### config.mk
export PLATFORM = sky130hd
export DESIGN_NAME = rilbp_queue
export DESIGN_NICKNAME = d
export VERILOG_FILES = /design/src/sv/rilbp_pkg.sv /design/src/sv/rilbp_queue.sv
export SDC_FILE = /design/constraint.sdc
export NUM_CORES = 1
export LEC_CHECK = 0
export ABC_AREA = 1
export CAP_MARGIN = 20
export CORE_MARGIN = 3
export CORE_UTILIZATION = 50
export DETAILED_ROUTE_END_ITERATION = 10
export DONT_BUFFER_PORTS = 1
export PLACE_DENSITY = 0.74
export SYNTH_ARGS = -nofsm -noshare
export SYNTH_HDL_FRONTEND = slang
export SYNTH_SLANG_ARGS = --single-unit
### constraint.sdc
create_clock -name clock -period 1.55 [get_ports clock]
set_clock_uncertainty 0.1 [all_clocks]
set_input_delay 0 -clock clock [delete_from_list [all_inputs] [get_ports clock]]
set_output_delay 0 -clock clock [all_outputs]
set_load 0.01 [all_outputs]
### src/sv/rilbp_pkg.sv
// Shared types and constants for the rotation-invariant LBP block.
// No dependencies; every other file refers to this package by scoped name.
package rilbp_pkg;

   localparam int unsigned MAX_WIDTH_DEFAULT  = 1024;
   localparam int unsigned PIXEL_BITS_DEFAULT = 8;

   localparam int unsigned IN_PIXEL_BITS  = 8;
   localparam int unsigned CODE_BITS      = 8;
   localparam int unsigned CFG_WIDTH_BITS  = 11;
   localparam int unsigned CFG_HEIGHT_BITS = 16;
   localparam int unsigned COL_FIELD_BITS  = 13;

   localparam int unsigned QUEUE_DEPTH = 4;
   localparam int unsigned QUEUE_LEVEL_BITS = $clog2(QUEUE_DEPTH + 1);

   localparam int unsigned CSR_ADDR_BITS = 3;
   localparam int unsigned CSR_DATA_BITS = 32;

   localparam logic CSR_IDX_WIDTH  = 1'b0;
   localparam logic CSR_IDX_HEIGHT = 1'b1;

   localparam logic [CFG_WIDTH_BITS-1:0]  WIDTH_RESET  = CFG_WIDTH_BITS'(64);
   localparam logic [CFG_HEIGHT_BITS-1:0] HEIGHT_RESET = CFG_HEIGHT_BITS'(64);

   typedef struct packed {
      logic                       restart;
      logic [COL_FIELD_BITS-1:0]  last_col;
      logic [CFG_HEIGHT_BITS-1:0] last_row;
   } frame_cfg_type;

   typedef struct packed {
      logic [CODE_BITS-1:0] pattern;
      logic                 row_end;
      logic                 frame_end;
   } lbp_item_type;

endpackage

### src/sv/rilbp_queue.sv
// Short queue between front and back ends, held in flip-flops.
// Depends on rilbp_pkg.
module rilbp_queue (
   input  logic                                   clock,
   input  logic                                   reset,
   input  logic                                   push,
   input  rilbp_pkg::lbp_item_type                push_item,
   input  logic                                   pop,
   output logic                                   not_empty,
   output rilbp_pkg::lbp_item_type                head_item,
   output logic [rilbp_pkg::QUEUE_LEVEL_BITS-1:0] level
);

   localparam int unsigned PB = $clog2(rilbp_pkg::QUEUE_DEPTH);

   rilbp_pkg::lbp_item_type                entry_ff [rilbp_pkg::QUEUE_DEPTH];
   logic [PB-1:0]                          wr_ptr_ff, wr_ptr_in;
   logic [PB-1:0]                          rd_ptr_ff, rd_ptr_in;
   logic [rilbp_pkg::QUEUE_LEVEL_BITS-1:0] level_ff, level_in;

   assign level     = level_ff;
   assign not_empty = (level_ff != '0);
   assign head_item = entry_ff[rd_ptr_ff];

   always_comb begin
      wr_ptr_in = push ? wr_ptr_ff + PB'(1) : wr_ptr_ff;
      rd_ptr_in = pop  ? rd_ptr_ff + PB'(1) : rd_ptr_ff;
      unique case ({push, pop})
         2'b10:   level_in = level_ff + rilbp_pkg::QUEUE_LEVEL_BITS'(1);
         2'b01:   level_in = level_ff - rilbp_pkg::QUEUE_LEVEL_BITS'(1);
         default: level_in = level_ff;
      endcase
   end

   always_ff @(posedge clock) begin
      if (reset) begin
         wr_ptr_ff <= '0;
         rd_ptr_ff <= '0;
         level_ff  <= '0;
      end else begin
         wr_ptr_ff <= wr_ptr_in;
         rd_ptr_ff <= rd_ptr_in;
         level_ff  <= level_in;
      end
   end

   always_ff @(posedge clock) begin
      if (push) begin
         entry_ff[wr_ptr_ff] <= push_item;
      end
   end

endmodule

==> summary.txt <==
Status
  • Outcome: completed

Logic synthesis
  • Yosys cell types: 16
  • Asr flop ratio synth: 0
  • Seq/Total Area, Yosys: 0.714
  • Mapped Cells: ~150
  • Synth Area per Inst: ~13 sq um
  • Top cells by area, synth: edfxtp_1, dfxtp_1, o21ai_1, nor2_1, ha_1
  • Commonest cells in the netlist: edfxtp_1, nor2_1, o21ai_1
  • Post-synth EDFFs: 40
  • Main combinational cell family by area after synthesis: compound AO/OA/AOI/OAI gates
  • Most frequent cell after synthesis: edfxtp_1
  • Post-Synth XOR/XNOR Area: 0
  • Primary FF master, synth: edfxtp_1
  • YS warnings: 0
  • Top-area cell type share of the netlist area: 0.621
  • Simple-Gate Fraction of Synth Area: 0.0705
  • Leading area contributor after synthesis: edfxtp_1
  • Synth Net Count: about 170
  • Post-Synth Adder-Cell Area: 0.0427
  • Post-synthesis mux area share: 0
  • Synthesis-stage register bit count: 49
  • Synth Cell Area: 0.00193 sq mm
  • Synth Area in Compound Gates: 0.113

Final layout
  • Post-route design area: 0.00229 sq mm
  • Storage cell area: roughly 0.0014 sq mm
  • Fill count: between 200 and 300
  • Layout cells sized above 1: 0.122
  • Inserted Diodes: 0
  • Final nets: between 150 and 200
  • Cell Count, Final, Fillers Out: between 200 and 250
  • Post-synthesis to final-layout area growth: 18.3%
  • Multi-input gate area: between 400 and 500 sq um

Clock network
  • Num CTS Buffers: 5
  • CTS tree: yes
  • Htree depth: 2
  • Clock transition at path regs: roughly 0.090 ns
  • CTS Root Cell: clkbuf_8
  • Clock latency on the worst-skew pair: roughly 0.3 ns
  • CTS sink cnt: a little under 50
  • Longest Clk Path Bufs: 2

Global routing
  • Initial antenna violation count: 0
  • M3 GR Usage: 0.0706
  • GRT Max-Usage Layer: met2
  • Number of global-route vias before repair: about 1200
  • GR Util met2: 0.313
  • GR Util All Layers: 0.174
  • Met1 Use GR: 0.184
  • Largest net degree at the start of global routing: 21
  • Gr ovfl total: 0
  • First-pass GRT wire length: 5690 um

Routing
  • Drt wl/cell: approximately 16 um
  • DR pass1 iterations: 4
  • DR vias/cell: around 5.4
  • Residual DRC: 0
  • Routed Antenna Nets: 0
  • DR vias: between 1000 and 1500
  • First DRT Iteration DRCs: 91
  • Final wirelength: between 3000 and 4000 um

Placement
  • DP Area: roughly 0.0020 sq mm
  • Gp weighted congestion: roughly 0.73
  • Detailed Place HPWL: approximately 2300 um
  • Pre-CTS setup slack: 0.0662 ns
  • Dpl cells: about 200
  • Port bufs: 0

Timing
  • Final worst slack: 0.0770 ns
  • Slew Viols, Final: 0
  • Max Fclk: 0.679 GHz
  • Setup violators final: 0
  • Worst slew margin: 0.767
  • Period utilisation layout: 0.950
  • Final min period: 1.47 ns
  • RSZ-0062 raised after global routing: yes
  • Final Hold Vio Count: 0
  • WHS: 0.00484 ns
  • Setup TNS: 0 ns
  • Worst-Margin Slew: 0.349 ns

Setup path
  • R2R Setup Slk: 0.08 ns
  • Critical Path RT: ~1.7 ns
  • Crit end category: flip-flop
  • CP max FO: 3
  • FF-to-FF Start: level[1]
  • Reg2reg end: level[2]
  • Worst reg-to-reg path cell count: 8
  • Crit Path Class: reg -> reg
  • CP Launch Type: flip-flop
  • Worst Path Arrival: roughly 1.6 ns

Floorplanning
  • Starting Density: 0.549
  • Die extent in y: 68.2 um
  • Die X: between 60 and 70 um
  • Std cell rows: 21
  • Area of the die: approximately 0.0047 sq mm
  • Core Region: between 0.003 and 0.004 sq mm
  • Num ports: 28

Power
  • Cell area power density: around 1200 mW/mm^2
  • Pleak: ~0.88 nW
  • VDD IR max: between 800 and 900 uV

Worst hold path
  • Min-delay src: push
  • Worst min-delay path class: in -> reg
  • Hold path depth: 3
  • Hold path endpoint: entry_ff[1][6]

Flow run
  • # Max-Cap Violations: 0
## metal layers
metal	part of all wire	vias up
met5	0	-
met4	0.0054	0
met3	0.064	4
met2	0.53	41
met1	0.40	584
li1	-	586
## flip-flops by register name (all words and copies together), names as in the netlist, named ones only
signal,flops
entry_ff,40
level,3
rd_ptr_ff,2
wr_ptr_ff,2
## timing repair
action	CTS	global route
endpoints found under the hold margin	58	3
buffers inserted	0	0
endpoints found under the setup margin	6	7
hold buffers	14	3
gates resized for setup	1	6
## logic make-up after synthesis
group                    after synthesis
flip-flops                            49
AO/OA/AOI/OAI                         41
AND/OR/NAND/NOR                       35
buffers and inverters                 23
adder cells (fa/ha/maj)                6
## cell usage in the layout, fill, tap and decap left out, drive strengths merged
cell,netlist,layout
buf,5,7
ha,5,5
nand2,9,9
clkbuf,0,5
nor2,23,23
o22ai,10,10
inv,18,19
clkinv,0,1
nand4,1,1
fa,1,1
bufinv,0,1
nand3,2,2
dfxtp,9,9
o21ai,26,26
a21oi,5,5
edfxtp,40,40
dlymetal6s4s,0,1
dlygate4sd3,0,15
## worst max-delay path by stage
stage | start | slack (ns) | to | cells after the start
3_5_place_dp | level[1] | 0.07 | level[2] | 8
3_3_place_gp | level[1] | 0.14 | level[2] | 8
4_1_cts | push | 0.006 | level[2] | 11
5_1_grt | level[1] | -0.04 | level[2] | 7
2_1_floorplan | level[1] | 0.17 | level[2] | 8
6_report | level[1] | 0.08 | level[2] | 8
## power breakdown
group	total (mW)	internal (mW)	switching, mW
clock network	0.898	0.483	0.414
logic	0.289	0.107	0.182
registers	1.52	1.49	0.0328
## critical path, stage by stage (launching register included)
cell and delay (ns):
dfxtp_4 0.37, inv_1 0.07, fa_1 0.45, inv_1 0.09, nand2_1 0.07, nand3_1 0.08, nand2_1 0.05, inv_1 0.06
nor2_1 0.04
## final cells by class
cell class | instances | area share
Tap cell | 46 | 0.0252
Inverter | 18 | 0.0295
Clock buffer | 5 | 0.0301
Clock inverter | 3 | 0.0191
Multi-Input combinational cell | 82 | 0.196
Timing Repair Buffer | 23 | 0.0940
Sequential cell | 49 | 0.606
## through the flow
step / utilization / power [mW]
after detailed placement: 0.567 / 1.79
final: 0.650 / 2.71
after global placement: 0.567 / 1.77
after floorplan: - / 1.73
after global routing: 0.650 / 2.85
after CTS: 0.639 / 2.71
Power figures use the tool's default switching activity.
