File: src/sv/rilbp_pkg.sv
// Shared types and constants for the rotation-invariant LBP block.
// No dependencies; every other file refers to this package by scoped name.
package rilbp_pkg;

   localparam int unsigned MAX_WIDTH_DEFAULT  = 1024;
   localparam int unsigned PIXEL_BITS_DEFAULT = 8;

   localparam int unsigned IN_PIXEL_BITS  = 8;
   localparam int unsigned CODE_BITS      = 8;
   localparam int unsigned CFG_WIDTH_BITS  = 11;
   localparam int unsigned CFG_HEIGHT_BITS = 16;
   localparam int unsigned COL_FIELD_BITS  = 13;

   localparam int unsigned QUEUE_DEPTH = 4;
   localparam int unsigned QUEUE_LEVEL_BITS = $clog2(QUEUE_DEPTH + 1);

   localparam int unsigned CSR_ADDR_BITS = 3;
   localparam int unsigned CSR_DATA_BITS = 32;

   localparam logic CSR_IDX_WIDTH  = 1'b0;
   localparam logic CSR_IDX_HEIGHT = 1'b1;

   localparam logic [CFG_WIDTH_BITS-1:0]  WIDTH_RESET  = CFG_WIDTH_BITS'(64);
   localparam logic [CFG_HEIGHT_BITS-1:0] HEIGHT_RESET = CFG_HEIGHT_BITS'(64);

   typedef struct packed {
      logic                       restart;
      logic [COL_FIELD_BITS-1:0]  last_col;
      logic [CFG_HEIGHT_BITS-1:0] last_row;
   } frame_cfg_type;

   typedef struct packed {
      logic [CODE_BITS-1:0] pattern;
      logic                 row_end;
      logic                 frame_end;
   } lbp_item_type;

endpackage

File: src/sv/rilbp_channels.sv


interface rilbp_rsp_if;
   logic                            valid;
   logic                            ready;
   logic [rilbp_pkg::CODE_BITS-1:0] lbp_code;
   logic                            row_end;
   logic                            frame_end;
   modport source (output valid, output lbp_code, output row_end, output frame_end,
                   input ready);
   modport sink   (input valid, input lbp_code, input row_end, input frame_end,
                   output ready);
endinterface

File: src/sv/rilbp_back.sv
// Back end: minimum over the eight circular rotations, output register.
// Depends on rilbp_pkg and rilbp_channels.
module rilbp_back (
   input  logic                    clock,
   input  logic                    reset,
   input  logic                    not_empty,
   input  rilbp_pkg::lbp_item_type head_item,
   output logic                    pop,
   rilbp_rsp_if.source             rsp
);

   localparam int unsigned CW = rilbp_pkg::CODE_BITS;

   logic [CW-1:0] rot [8];
   logic [CW-1:0] min_a [4];
   logic [CW-1:0] min_b [2];
   logic [CW-1:0] min_code;
   logic          valid_ff, valid_in;
   logic [CW-1:0] code_ff;
   logic          row_end_ff;
   logic          frame_end_ff;

   always_comb begin
      for (int i = 0; i < 8; i++) begin
         rot[i] = CW'((head_item.pattern << i) | (head_item.pattern >> (CW - i)));
      end
      for (int i = 0; i < 4; i++) begin
         min_a[i] = (rot[2*i] < rot[2*i+1]) ? rot[2*i] : rot[2*i+1];
      end
      for (int i = 0; i < 2; i++) begin
         min_b[i] = (min_a[2*i] < min_a[2*i+1]) ? min_a[2*i] : min_a[2*i+1];
      end
      min_code = (min_b[0] < min_b[1]) ? min_b[0] : min_b[1];
   end

   assign pop      = not_empty & (~valid_ff | rsp.ready);
   assign valid_in = pop | (valid_ff & ~rsp.ready);

   always_ff @(posedge clock) begin
      if (reset) begin
         valid_ff <= 1'b0;
      end else begin
         valid_ff <= valid_in;
      end
   end

   always_ff @(posedge clock) begin
      if (pop) begin
         code_ff      <= min_code;
         row_end_ff   <= head_item.row_end;
         frame_end_ff <= head_item.frame_end;
      end
   end

   assign rsp.valid     = valid_ff;
   assign rsp.lbp_code  = code_ff;
   assign rsp.row_end   = row_end_ff;
   assign rsp.frame_end = frame_end_ff;

endmodule

File: src/flat_wrapper.sv
// flat-port wrapper written by rule: the top's interface ports become plain ports
module rilbp_back_flat 
  (clock, reset, not_empty, head_item, pop, rsp_valid, rsp_lbp_code, rsp_row_end, rsp_frame_end, rsp_ready);
  rilbp_rsp_if rsp_i ();
  input  logic clock;
  input  logic reset;
  input  logic not_empty;
  input  rilbp_pkg::lbp_item_type head_item;
  output logic pop;
  output wire logic [$bits(rsp_i.valid)-1:0] rsp_valid;
  output wire logic [$bits(rsp_i.lbp_code)-1:0] rsp_lbp_code;
  output wire logic [$bits(rsp_i.row_end)-1:0] rsp_row_end;
  output wire logic [$bits(rsp_i.frame_end)-1:0] rsp_frame_end;
  input wire logic [$bits(rsp_i.ready)-1:0] rsp_ready;
  assign rsp_valid = rsp_i.valid;
  assign rsp_lbp_code = rsp_i.lbp_code;
  assign rsp_row_end = rsp_i.row_end;
  assign rsp_frame_end = rsp_i.frame_end;
  assign rsp_i.ready = rsp_ready;
  rilbp_back u_core (.clock(clock), .reset(reset), .not_empty(not_empty), .head_item(head_item), .pop(pop), .rsp(rsp_i));
endmodule
File: config.mk
export PLATFORM = sky130hd
export DESIGN_NAME = rilbp_back_flat
export DESIGN_NICKNAME = d
export VERILOG_FILES = /design/src/sv/rilbp_pkg.sv /design/src/sv/rilbp_channels.sv /design/src/sv/rilbp_back.sv /design/src/flat_wrapper.sv
export SDC_FILE = /design/constraint.sdc
export NUM_CORES = 1
export LEC_CHECK = 0
export ABC_AREA = 1
export BUFFER_PORTS_ARGS = -buffer_cell sky130_fd_sc_hd__buf_2
export CELL_PAD_IN_SITES_DETAIL_PLACEMENT = 1
export CELL_PAD_IN_SITES_GLOBAL_PLACEMENT = 2
export CORE_AREA = 2 2 86 88
export CTS_BUF_LIST = sky130_fd_sc_hd__clkbuf_8 sky130_fd_sc_hd__clkbuf_16
export DETAILED_ROUTE_END_ITERATION = 10
export DIE_AREA = 0 0 88 90
export PLACE_DENSITY_LB_ADDON = 0.1
export SETUP_SLACK_MARGIN = 0.1
export SLEW_MARGIN = 20
export SYNTH_ARGS = -nofsm -noshare
export SYNTH_HDL_FRONTEND = slang
export SYNTH_SLANG_ARGS = --single-unit
export TNS_END_PERCENT = 5
File: constraint.sdc
create_clock -name clock -period 3.9 [get_ports clock]
set_input_delay 0.195 -clock clock [delete_from_list [all_inputs] [get_ports clock]]
set_output_delay 0.195 -clock clock [all_outputs]
set_load 0.01 [all_outputs]
==> impl_metrics.py <==
metrics = {
    "synthesis": {
        "synth_edf_count": 10,
        "synth_top_area_share": 0.248,
        "synth_fp_nets": 359,
        "yosysSeqAreaShare": 0.168,
        "yosysTopAreaCell": "nand2_1",
        "ys_warn_count": 0,
        "synth-seq-cells": 11,
        "syn-mean-instance-area_um2": 6.09,
        "synth_cell_types": 21,
        "synth_top_flop_cell": "edfxtp_1",
        "synth-async-reset-ratio": 0,
        "synthCells": 313,
        "yosys-top-cells-area": "nand2_1 25%, ha_1 21%, edfxtp_1 16%",
        "synthTopCellsByCount": "126 x nand2_1, 40 x o21ai_0, 37 x inv_1",
        "syn_area_um2": 1910,
        "yosysMostFrequentCell": "nand2_1",
    },
    "timing": {
        "rsz0062_at_grt": "false",
        "tightest_slew_ns": 0.984,
        "timing.final.ws_setup_ns": 0.227,
        "min_period_ns": 3.67,
        "setup_viol": 0,
        "min_period_over_period": 0.942,
        "slew_violations": 0,
        "fmax_ghz": 0.272,
        "hold_slack_ns": 0.117,
        "setup-tns-final_ns": 0,
        "relSlewSlack": 0.344,
        "finClkSkew_ns": 0.000692,
        "final_hold_viol_count": 0,
    },
    "die": {
        "placement_rows": 31,
        "io_pins": 26,
        "chipHeight_um": 90,
        "core_area_um2": 7020,
        "die_w_um": 88,
        "start_util": 0.272,
        "die-area_um2": 7920,
    },
    "route": {
        "wirelength_mm": 7.16,
        "dr.pass1.iters": 4,
        "via_per_inst": 4.54,
        "route.vias.total": 2389,
        "ant_nets": 0,
        "wl_per_cell_um": 13.6,
        "drtIter0Drc": 30,
        "drc": 0,
    },
    "global_route": {
        "overflow": 0,
        "grt_max_degree": 15,
        "grt_pass1_wl_mm": 10.9,
        "antenna_found_initial": 0,
        "grt_usage": 0.174,
        "grt_pass1_vias": 2334,
    },
    "worst_hold_path": {
        "min_to": "u_core.rsp.valid",
        "hold_path.class": "in -> reg",
        "min_path_cells": 2,
        "hp-start": "reset",
    },
    "worst_setup_path": {
        "crit_required_ns": 3.89,
        "crit_top_cell": "nand2_1",
        "reg2reg_to": "u_core.rsp.lbp_code[1]",
        "critPathMaxStageDelay_ns": 0.27,
        "end_kind": "register",
        "crit_family": "buffers and inverters",
        "worst-setup-path-type": "in -> reg",
        "worst-path-max-fanout": 8,
        "cp-start-kind": "input pin",
        "r2r_slack_ns": 2.42,
        "arrival_ns": 3.66,
        "rr_startpoint": "u_core.rsp.valid",
        "path_buf_inv": 10,
        "worst_r2r_path_depth": 1,
        "slowest_stage": "a211oi_4",
    },
    "pwr": {
        "leakage_nw": 1.67,
        "power.total_mw": 1.36,
        "ir_drop_mv": 0.128,
        "cellPowerDensity_nw_per_um2": 417,
    },
    "clock_tree": {
        "clkSinkCount": 11,
        "tritoncts": "built",
        "cts.path.max_buffers": 2,
        "clkTransAtPathRegs_ns": 0.05,
        "numCtsBuffers": 3,
        "htree_levels": 1,
        "cts.root.buffer_cell": "clkbuf_8",
        "insertion_delay_ns": 0.24,
    },
    "finish": {
        "antenna_cells": 0,
        "nets": 474,
        "drive_above_1_share": 0.485,
        "stdcell_area_um2": 3260,
        "syn2layout_area_growth_pct": 71.2,
    },
    "run_status": {
        "outcome": "finished clean",
    },
    "placed_design": {
        "port_buffers": 25,
        "post-place-ws_ns": -0.483,
        "gp_congestion": 0.800,
        "place_area_um2": 2730,
        "dp_hpwl_mm": 5.75,
    },
    "flow_run": {
        "drv_cap": 0,
    },
}
-- sequential cells by signal, summed over array words and instances (netlist names) --
name and flops:
u_core.rsp.frame_end 1, u_core.rsp.lbp_code 8, u_core.rsp.valid 1, u_core.rsp.row_end 1
-- cell usage in the layout (no fill, tap or decap), drive strengths merged --
cell type	n
clkinvlp	2
nand2	139
ha	32
inv	43
dfxtp	1
nor2	11
buf	111
edfxtp	10
a21oi	14
a211oi	3
clkbuf	3
nand3	17
o21ai	41
-- timing repair --
| item | CTS | global route |
|---|---|---|
| pin swaps | 1 | 19 |
| endpoints found under the setup margin | 8 | 8 |
| hold buffers | 0 | 0 |
| endpoints found under the hold margin | 0 | 0 |
| gates cloned | 0 | 4 |
| buffers inserted | 0 | 12 |
| gates resized for setup | 17 | 93 |
-- cells by family after synthesis --
kind of cell    share of synthesized area
compound gates                      0.171
fa+ha+maj                           0.210
buf+inv                            0.0951
flops                               0.168
simple gates                        0.356
-- per-stage QoR --
stage | util | cells
2_1_floorplan | - | 313
3_3_place_gp | 0.389 | 506
3_5_place_dp | 0.389 | 506
4_1_cts | 0.398 | 510
5_1_grt | 0.465 | 526
6_report | 0.465 | 526
-- metal layers --
| layer | part of all wire | vias to the layer above | global-route usage |
|---|---|---|---|
| met5 | 0 | - | 0 |
| met4 | 0.0077 | 0 | 0.0256 |
| met3 | 0.012 | 7 | 0.0138 |
| met2 | 0.51 | 17 | 0.312 |
| met1 | 0.47 | 1114 | 0.228 |
| li1 | - | 1251 | - |
-- final cells by class --
cell class | instances | area, µm²
clock buffers | 3 | 41.3
clock inverters | 1 | 3.75
fillers | 912 | 3760
inverters | 43 | 170
multi-input cells | 257 | 1810
flip-flops and latches | 11 | 320
well taps | 99 | 124
repair buffers | 111 | 785
repair inverters | 1 | 7.51
-- where the power goes --
| group | internal, mW | leakage (nW) | switching (mW) |
|---|---|---|---|
| sequential | 0.189 | 0.106 | 0.00830 |
| combinational | 0.480 | 1.54 | 0.573 |
| clock | 0.0688 | 0.0269 | 0.0400 |
-- worst max-delay path by stage --
stage / start / to / depth (start not counted)
5_1_grt: head_item[8] / u_core.rsp.lbp_code[0] / 25
6_report: head_item[8] / u_core.rsp.lbp_code[3] / 29
3_5_place_dp: head_item[6] / u_core.rsp.lbp_code[0] / 26
3_3_place_gp: head_item[6] / u_core.rsp.lbp_code[5] / 27
2_1_floorplan: head_item[8] / u_core.rsp.lbp_code[0] / 25
4_1_cts: head_item[6] / u_core.rsp.lbp_code[4] / 30
(Power assumes the default switching activity.)
