<file path="config.mk">
export PLATFORM = sky130hd
export DESIGN_NAME = rilbp_csr
export DESIGN_NICKNAME = d
export VERILOG_FILES = /design/src/sv/rilbp_pkg.sv /design/src/sv/rilbp_csr.sv
export SDC_FILE = /design/constraint.sdc
export NUM_CORES = 1
export LEC_CHECK = 0
export ABC_AREA = 1
export BUFFER_PORTS_ARGS = -buffer_cell sky130_fd_sc_hd__buf_2
export CAP_MARGIN = 20
export CORE_ASPECT_RATIO = 0.7
export CORE_UTILIZATION = 52
export CTS_BUF_LIST = sky130_fd_sc_hd__clkbuf_4 sky130_fd_sc_hd__clkbuf_8
export CTS_CLUSTER_DIAMETER = 150
export DETAILED_ROUTE_END_ITERATION = 7
export GPL_ROUTABILITY_DRIVEN = 0
export PLACE_DENSITY = 0.89
export RECOVER_POWER = 100
export SYNTH_ARGS = -nofsm -noshare
export SYNTH_HDL_FRONTEND = slang
export SYNTH_SLANG_ARGS = --single-unit
</file>
<file path="constraint.sdc">
create_clock -name clock -period 2.4 [get_ports clock]
set_input_delay 0.12 -clock clock [delete_from_list [all_inputs] [get_ports clock]]
set_output_delay 0.12 -clock clock [all_outputs]
set_load 0.05 [all_outputs]
</file>
<file path="src/sv/rilbp_pkg.sv">
// Shared types and constants for the rotation-invariant LBP block.
// No dependencies; every other file refers to this package by scoped name.
package rilbp_pkg;

   localparam int unsigned MAX_WIDTH_DEFAULT  = 1024;
   localparam int unsigned PIXEL_BITS_DEFAULT = 8;

   localparam int unsigned IN_PIXEL_BITS  = 8;
   localparam int unsigned CODE_BITS      = 8;
   localparam int unsigned CFG_WIDTH_BITS  = 11;
   localparam int unsigned CFG_HEIGHT_BITS = 16;
   localparam int unsigned COL_FIELD_BITS  = 13;

   localparam int unsigned QUEUE_DEPTH = 4;
   localparam int unsigned QUEUE_LEVEL_BITS = $clog2(QUEUE_DEPTH + 1);

   localparam int unsigned CSR_ADDR_BITS = 3;
   localparam int unsigned CSR_DATA_BITS = 32;

   localparam logic CSR_IDX_WIDTH  = 1'b0;
   localparam logic CSR_IDX_HEIGHT = 1'b1;

   localparam logic [CFG_WIDTH_BITS-1:0]  WIDTH_RESET  = CFG_WIDTH_BITS'(64);
   localparam logic [CFG_HEIGHT_BITS-1:0] HEIGHT_RESET = CFG_HEIGHT_BITS'(64);

   typedef struct packed {
      logic                       restart;
      logic [COL_FIELD_BITS-1:0]  last_col;
      logic [CFG_HEIGHT_BITS-1:0] last_row;
   } frame_cfg_type;

   typedef struct packed {
      logic [CODE_BITS-1:0] pattern;
      logic                 row_end;
      logic                 frame_end;
   } lbp_item_type;

endpackage

</file>
<file path="src/sv/rilbp_csr.sv">
// APB-style register block: image width and height, clamped frame limits.
// Depends on rilbp_pkg.
module rilbp_csr #(
   parameter int unsigned MAX_WIDTH = rilbp_pkg::MAX_WIDTH_DEFAULT
) (
   input  logic                                clock,
   input  logic                                reset,
   input  logic                                psel,
   input  logic                                penable,
   input  logic                                pwrite,
   input  logic [rilbp_pkg::CSR_ADDR_BITS-1:0] paddr,
   input  logic [rilbp_pkg::CSR_DATA_BITS-1:0] pwdata,
   output logic [rilbp_pkg::CSR_DATA_BITS-1:0] prdata,
   output logic                                pready,
   output rilbp_pkg::frame_cfg_type            frame_cfg
);

   localparam int unsigned EW = rilbp_pkg::COL_FIELD_BITS + 1;

   logic [rilbp_pkg::CFG_WIDTH_BITS-1:0]  width_ff, width_in;
   logic [rilbp_pkg::CFG_HEIGHT_BITS-1:0] height_ff, height_in;
   logic                                  wr_en;
   logic                                  reg_idx;
   logic [EW-1:0]                         width_ext;
   logic [EW-1:0]                         width_max;
   logic [EW-1:0]                         last_col;

   assign pready  = 1'b1;
   assign wr_en   = psel & penable & pwrite;
   assign reg_idx = paddr[2];

   always_comb begin
      width_in  = width_ff;
      height_in = height_ff;
      if (wr_en) begin
         unique case (reg_idx)
            rilbp_pkg::CSR_IDX_WIDTH:  width_in  = pwdata[rilbp_pkg::CFG_WIDTH_BITS-1:0];
            rilbp_pkg::CSR_IDX_HEIGHT: height_in = pwdata[rilbp_pkg::CFG_HEIGHT_BITS-1:0];
            default:                   width_in  = width_ff;
         endcase
      end
   end

   always_ff @(posedge clock) begin
      if (reset) begin
         width_ff  <= rilbp_pkg::WIDTH_RESET;
         height_ff <= rilbp_pkg::HEIGHT_RESET;
      end else begin
         width_ff  <= width_in;
         height_ff <= height_in;
      end
   end

   always_comb begin
      unique case (reg_idx)
         rilbp_pkg::CSR_IDX_WIDTH:  prdata = rilbp_pkg::CSR_DATA_BITS'(width_ff);
         rilbp_pkg::CSR_IDX_HEIGHT: prdata = rilbp_pkg::CSR_DATA_BITS'(height_ff);
         default:                   prdata = '0;
      endcase
   end

   // clamp width to 3..MAX_WIDTH and height to at least 3
   assign width_ext = EW'(width_ff);
   assign width_max = EW'(MAX_WIDTH);

   always_comb begin
      priority if (width_ext < EW'(3)) begin
         last_col = EW'(2);
      end else if (width_ext > width_max) begin
         last_col = width_max - EW'(1);
      end else begin
         last_col = width_ext - EW'(1);
      end
   end

   always_comb begin
      frame_cfg.restart  = wr_en;
      frame_cfg.last_col = last_col[rilbp_pkg::COL_FIELD_BITS-1:0];
      if (height_ff < rilbp_pkg::CFG_HEIGHT_BITS'(3)) begin
         frame_cfg.last_row = rilbp_pkg::CFG_HEIGHT_BITS'(2);
      end else begin
         frame_cfg.last_row = height_ff - rilbp_pkg::CFG_HEIGHT_BITS'(1);
      end
   end

endmodule

</file>
==> results of run 1 <==
==> through the flow <==
stage               hold slack, ns  cells
floorplan                    0.220    355
finish                      0.0584    447
global placement             0.331    443
detailed placement           0.349    443
CTS                         0.0623    447
global route                0.0532    447
==> power by group through the flow <==
| stage | logic, mW | registers [mW] | clock network [mW] |
|---|---|---|---|
| after detailed placement | 0.558 | 0.496 | 0 |
| after CTS | 0.559 | 0.485 | 0.263 |
| after floorplan | 0.482 | 0.489 | 0 |
| final | 0.548 | 0.487 | 0.264 |
| after global routing | 0.584 | 0.488 | 0.284 |
| after global placement | 0.550 | 0.495 | 0 |
==> cells by family (layout without fill, tap and decap cells) <==
logic type	Yosys count	count (layout)	synth area share, %
adder cells (fa/ha/maj)	4	4	2.34
XOR/XNOR	10	10	4.10
flip-flops	27	27	25.3
AO/OA/AOI/OAI	70	70	17.3
other	2	19	0.351
buffers and inverters	66	106	15.9
AND/OR/NAND/NOR	159	159	34.7
==> path summary, 6_finish.rpt <==
path                   endpoint  slack [ns]
setup / recovery  frame_cfg[12]        0.17
hold / removal      width_ff[6]        0.06
setup reg to reg   height_ff[4]        1.56
hold reg to reg   height_ff[12]        0.53
==> sequential cells by signal, summed over array words and instances (netlist names) <==
signal	cells
height_ff	16
width_ff	11
==> synth_stat cells, types with 2 or more instances <==
master	number	area [µm²]
a21oi_1	27	135
a21oi_2	2	17.5
buf_2	7	35.0
buf_4	20	150
clkbuf_1	2	7.51
conb_1	2	7.51
dfxtp_1	27	541
ha_1	4	50.1
inv_1	33	124
inv_2	2	7.51
nand2_1	59	221
nand2_2	2	12.5
nand3_1	13	65.1
nand3_2	2	20.0
nand4_1	2	12.5
nor2_1	56	210
nor2_2	15	93.8
nor2_4	3	33.8
o21ai_0	39	195
xnor2_1	2	17.5
xor2_1	8	70.1
==> layer usage <==
layer  global-route usage [%]  up-vias  wire length (µm)
met5                        0        -                 0
met4                     1.59        0                 6
met3                     3.77        2               520
met2                     38.0      125              2350
met1                     35.2     1051              2440
li1                         -     1145                 -
==> worst max-delay path, stage by stage (launching register included) <==
cell      delay (ns)
dfxtp_1         0.57
nor2_4          0.09
nand2_2         0.11
nor3_4          0.04
nand2_1         0.32
inv_8           0.10
nor2_2          0.13
clkbuf_1        0.47
==> final cells by class <==
cell class	instances	area share [%]
multi-input combinational	262	54.7
sequential	27	22.6
timing repair buffer	66	12.1
inverter	36	5.95
tap	52	2.72
clock buffer	3	1.72
clock inverter	1	0.313
==> flow_summary.yaml, run 1 <==
status:
  outcome: "finished clean"
power_and_ir_drop:
  peakVddDrop_mv: 0.411
  swShare_pct: 46.6
  p_per_area_nw_per_um2: 542
  seqPwrFrac_pct: 37.5
  switchingPower_mw: 0.606
  clkPwrFrac_pct: 20.3
  power_mw: 1.30
  p_int_mw: 0.693
  power_frac_comb_pct: 42.2
  power.static_leakage_nw: 1.22
yosys:
  netlist_area_um2: 2140
  yosysWarnings: 0
  synth-seq-area-share_pct: 25.3
  postSynthAreaPerCell_um2: 6.32
  synth_edf_count: 0
  async_flop_share_pct: 0
  syn_inst: 338
  ys_ff_latch: 27
  ys_types: 32
  synth-main-ff-cell: "dfxtp_1"
route:
  routed_via_density: 5.20
  wl_per_cell_um: 11.9
  vias: 2323
  drt_wl_total_um: 5320
  drcViolationCount: 0
  drt_iter0_drc: 237
  ant_nets: 0
  drtPass1Iterations: 6
clocking:
  cts.clk_slew.worst_paths_ns: 0.09
  hold_buffers: 0
  insertion_delay_ns: 0.27
  post-cts-setup-buffer-count: 0
  cts_resized: 0
  cts_tree: "yes"
  cts.htree.levels: 1
  cts-root-buf: "clkbuf_8"
  cts_sinks: 27
  cts_buffer_depth: 2
  cts_made_buffers: 3
sta:
  setup_violations: 0
  finalCritPeriodShare_pct: 92.8
  fin_setup_tns_ns: 0
  layout_setup_ws_ns: 0.174
  finClkSkew_ns: 0
  rsz0062_at_grt: "no"
  clock.fmax_mhz: 449
  min_period_ns: 2.23
  hold_viol_final: 0
  worst_slew_pin_slew_ns: 1.09
  drv_slew: 0
  slew_headroom_pct: 27.5
cells_and_area:
  final_common_cell: "nand2_1"
  multi_input_area_um2: 1310
  nNetsFinal: 440
  postLayoutCellArea_um2: 2400
  fillers: 404
  antennaDiodeCount: 0
  regArea_um2: 541
  drive_gt1_share_pct: 16.5
  area_growth_pct: 12.1
  final_cell_mix: "nand2_1 (60), nor2_1 (57), o21ai_0 (39), clkbuf_1 (35), inv_1 (33)"
  post-route-util_pct: 61.1
floorplanning:
  io_pins: 103
  dieWidth_um: 78.6
  coreArea_um2: 3920
  fp.dieH_um: 55.6
  num_rows: 19
  die_area_um2: 4370
  initial_core_util_pct: 54.5
placed_design:
  io_buffers: 65
  dp_hpwl_um: 4230
  post_dp_cell_area_um2: 2400
  pre_cts_slack_ns: 0.714
setup_path:
  crit_arrival_ns: 2.11
  r2r-start: "height_ff[4]"
  cp.required_ns: 2.28
  startpoint: "height_ff[6]"
  cp_max_fo: 10
  crit_type: "flip-flop to output pin"
  start_kind: "flip-flop"
  r2r.worst_path.cells: 2
  cp-end-kind: "output pin"
worst_hold_path:
  hold_class: "primary input to flip-flop"
  hold_depth: 3
  min_from: "reset"
grt:
  grt_max_degree: 30
  gr-total-overflow: 0
  antenna_found_initial: 0
  track_usage_pct: 23.8
  grt_pass1_wl_um: 8370
  first_global_vias: 1915
flow_run:
  cap_violations: 0
(Power assumes the default switching activity.)
==> inputs of run 2 (changes only) <==
- CORE_UTILIZATION: 52 -> 43
- PLACE_DENSITY: 0.89 -> 0.78
- clock period: 2.4 -> 1.9 ns (I/O delays scaled with it)
==> flow_summary.yaml, run 2 (synthesis gave the netlist of run 1 again) <==
sta:
  worst_slew_pin_slew_ns: 0.641
  fin_setup_tns_ns: 0
  setup_violations: 0
  hold_viol_final: 0
  min_period_ns: 1.81
  drv_slew: 0
  rsz0062_at_grt: "yes"
  hold_slack_ns: 0.0402
  finClkSkew_ns: 0
  finalCritPeriodShare_pct: 95.2
  slew_headroom_pct: 57.2
  clock.fmax_mhz: 553
cells_and_area:
  final_common_cell: "nand2_1"
  drive_gt1_share_pct: 23.6
  top_register: "height_ff"
  area_growth_pct: 18.2
  nNetsFinal: 443
  top_regs: "height_ff: 16 flops, width_ff: 11 flops"
  post-route-util_pct: 52.8
  largest_reg_flops: 16
  final_cell_mix: "nand2_1 (59), nor2_1 (56), o21ai_0 (39), inv_1 (30), a21oi_1 (27)"
  fillers: 522
  antennaDiodeCount: 0
  finalNonFillerCells: 467
floorplanning:
  initial_core_util_pct: 44.7
  coreArea_um2: 4780
  dieWidth_um: 86.3
  fp.dieH_um: 61.0
  die_area_um2: 5260
  num_rows: 21
  io_pins: 103
power_and_ir_drop:
  clkPwrFrac_pct: 20.1
  peakVddDrop_mv: 0.398
  switchingPower_mw: 0.756
  power.static_leakage_nw: 1.31
  p_int_mw: 0.923
  seqPwrFrac_pct: 36.7
  p_per_area_nw_per_um2: 664
  power_frac_comb_pct: 43.2
  swShare_pct: 45.0
clocking:
  cts_made_buffers: 3
  cts-root-buf: "clkbuf_8"
  cts_buffer_depth: 2
  cts_sinks: 27
  insertion_delay_ns: 0.27
  cts_tree: "yes"
  cts.clk_slew.worst_paths_ns: 0.09
  hold_buffers: 0
  cts.htree.levels: 1
worst_hold_path:
  hold_class: "primary input to flip-flop"
  min_to: "width_ff[6]"
  hold_depth: 3
  min_from: "reset"
setup_path:
  path_cells: "inv_2 > ha_1 > inv_1 > nor2_1 > nand3_2 > o21ai_4 > buf_4 > nand3_1 > buf_2"
  crit_type: "flip-flop to output pin"
  start_kind: "flip-flop"
  cp_max_fo: 5
  slowest_stage: "dfxtp_1"
  cp.required_ns: 1.80
  r2r-start: "height_ff[4]"
  cp-end-kind: "output pin"
  crit_family: "buffers and inverters"
  slowest_delay_ns: 0.35
  r2r_slack_ns: 1.03
  r2r-end: "height_ff[4]"
  crit_arrival_ns: 1.71
  r2r.worst_path.cells: 2
  worst-path-buf-inv: 4
flow_run:
  cap_violations: 0
grt:
  grt_pass1_wl_um: 8310
  antenna_found_initial: 0
  track_usage_pct: 20.5
  gr-total-overflow: 0
  grt_max_degree: 30
  first_global_vias: 1812
route:
  routed_via_density: 4.74
  drt_wl_total_um: 5390
  wl_met2_um: 2300
  wl_per_cell_um: 11.5
  drtPass1Iterations: 4
  vias: 2214
  drt-met1-wl_um: 2640
  drt_iter0_drc: 134
  drcViolationCount: 0
  dr.max_layer_used: "met4"
  ant_nets: 0
  met3WireLength_um: 424
placed_design:
  io_buffers: 65
  dp.cells: 460
  dp_hpwl_um: 4250
status:
  outcome: "finished clean"
## run 2: cell types whose count changed in the layout (fill, tap and decap cells not counted), sizes merged
cell,change
clkinvlp,-1
buf,+11
clkbuf,-7
## run 2: area by class of cell
class | count | area, µm² | share of cell area [%]
Multi-Input combinational cell | 262 | 1340 | 52.8
Sequential cell | 27 | 542 | 21.4
Timing Repair Buffer | 69 | 369 | 14.6
Inverter | 36 | 145 | 5.75
Tap cell | 69 | 86.3 | 3.42
Clock buffer | 4 | 48.8 | 1.93
## run 2: routing by layer
metal	GRT usage, %	up-vias
met5	0	-
met4	2.86	0
met3	3.67	4
met2	32.7	79
met1	29.9	977
li1	-	1154
## run 2: metrics by stage
stage	setup slack (ns)	instance area, µm²	total power [mW]
finish	0.0911	2530	1.68
global route	-0.0232	2530	1.77
CTS	0.0145	2490	1.67
detailed placement	0.226	2420	1.33
global placement	0.251	2420	1.32
floorplan	0.0769	2200	1.23
## run 2: power by group through the flow
stage                     Combinational (mW)  Sequential, mW  Clock, mW
after floorplan                        0.608           0.618          0
after global placement                 0.697           0.626          0
after detailed placement               0.704           0.627          0
after CTS                              0.709           0.614      0.347
after global routing                   0.779           0.619      0.368
final                                  0.725           0.615      0.338
## run 2: how the worst max path moves through the flow
stage	slack [ns]	start	cells past startpoint	endpoint
3_3_place_gp	0.25	width_ff[0]	9	frame_cfg[26]
4_1_cts	0.01	width_ff[0]	9	frame_cfg[21]
2_1_floorplan	0.08	width_ff[0]	8	frame_cfg[26]
6_report	0.09	width_ff[1]	9	frame_cfg[17]
5_1_grt	-0.02	width_ff[1]	10	frame_cfg[25]
3_5_place_dp	0.23	width_ff[0]	9	frame_cfg[26]
## run 2: what timing repair did
| item | CTS | global route |
|---|---|---|
| gates resized for setup | 4 | 24 |
| endpoints found under the setup margin | 6 | 16 |
| setup buffers | 1 | 2 |
| pin swaps | 1 | 1 |
| gates cloned | 0 | 0 |
## run 2: tightest hold or removal path, delay by kind of cell
family | cells | cell delay [ns]
AO/OA/AOI/OAI | 2 | 0.10
buffers and inverters | 1 | 0.09
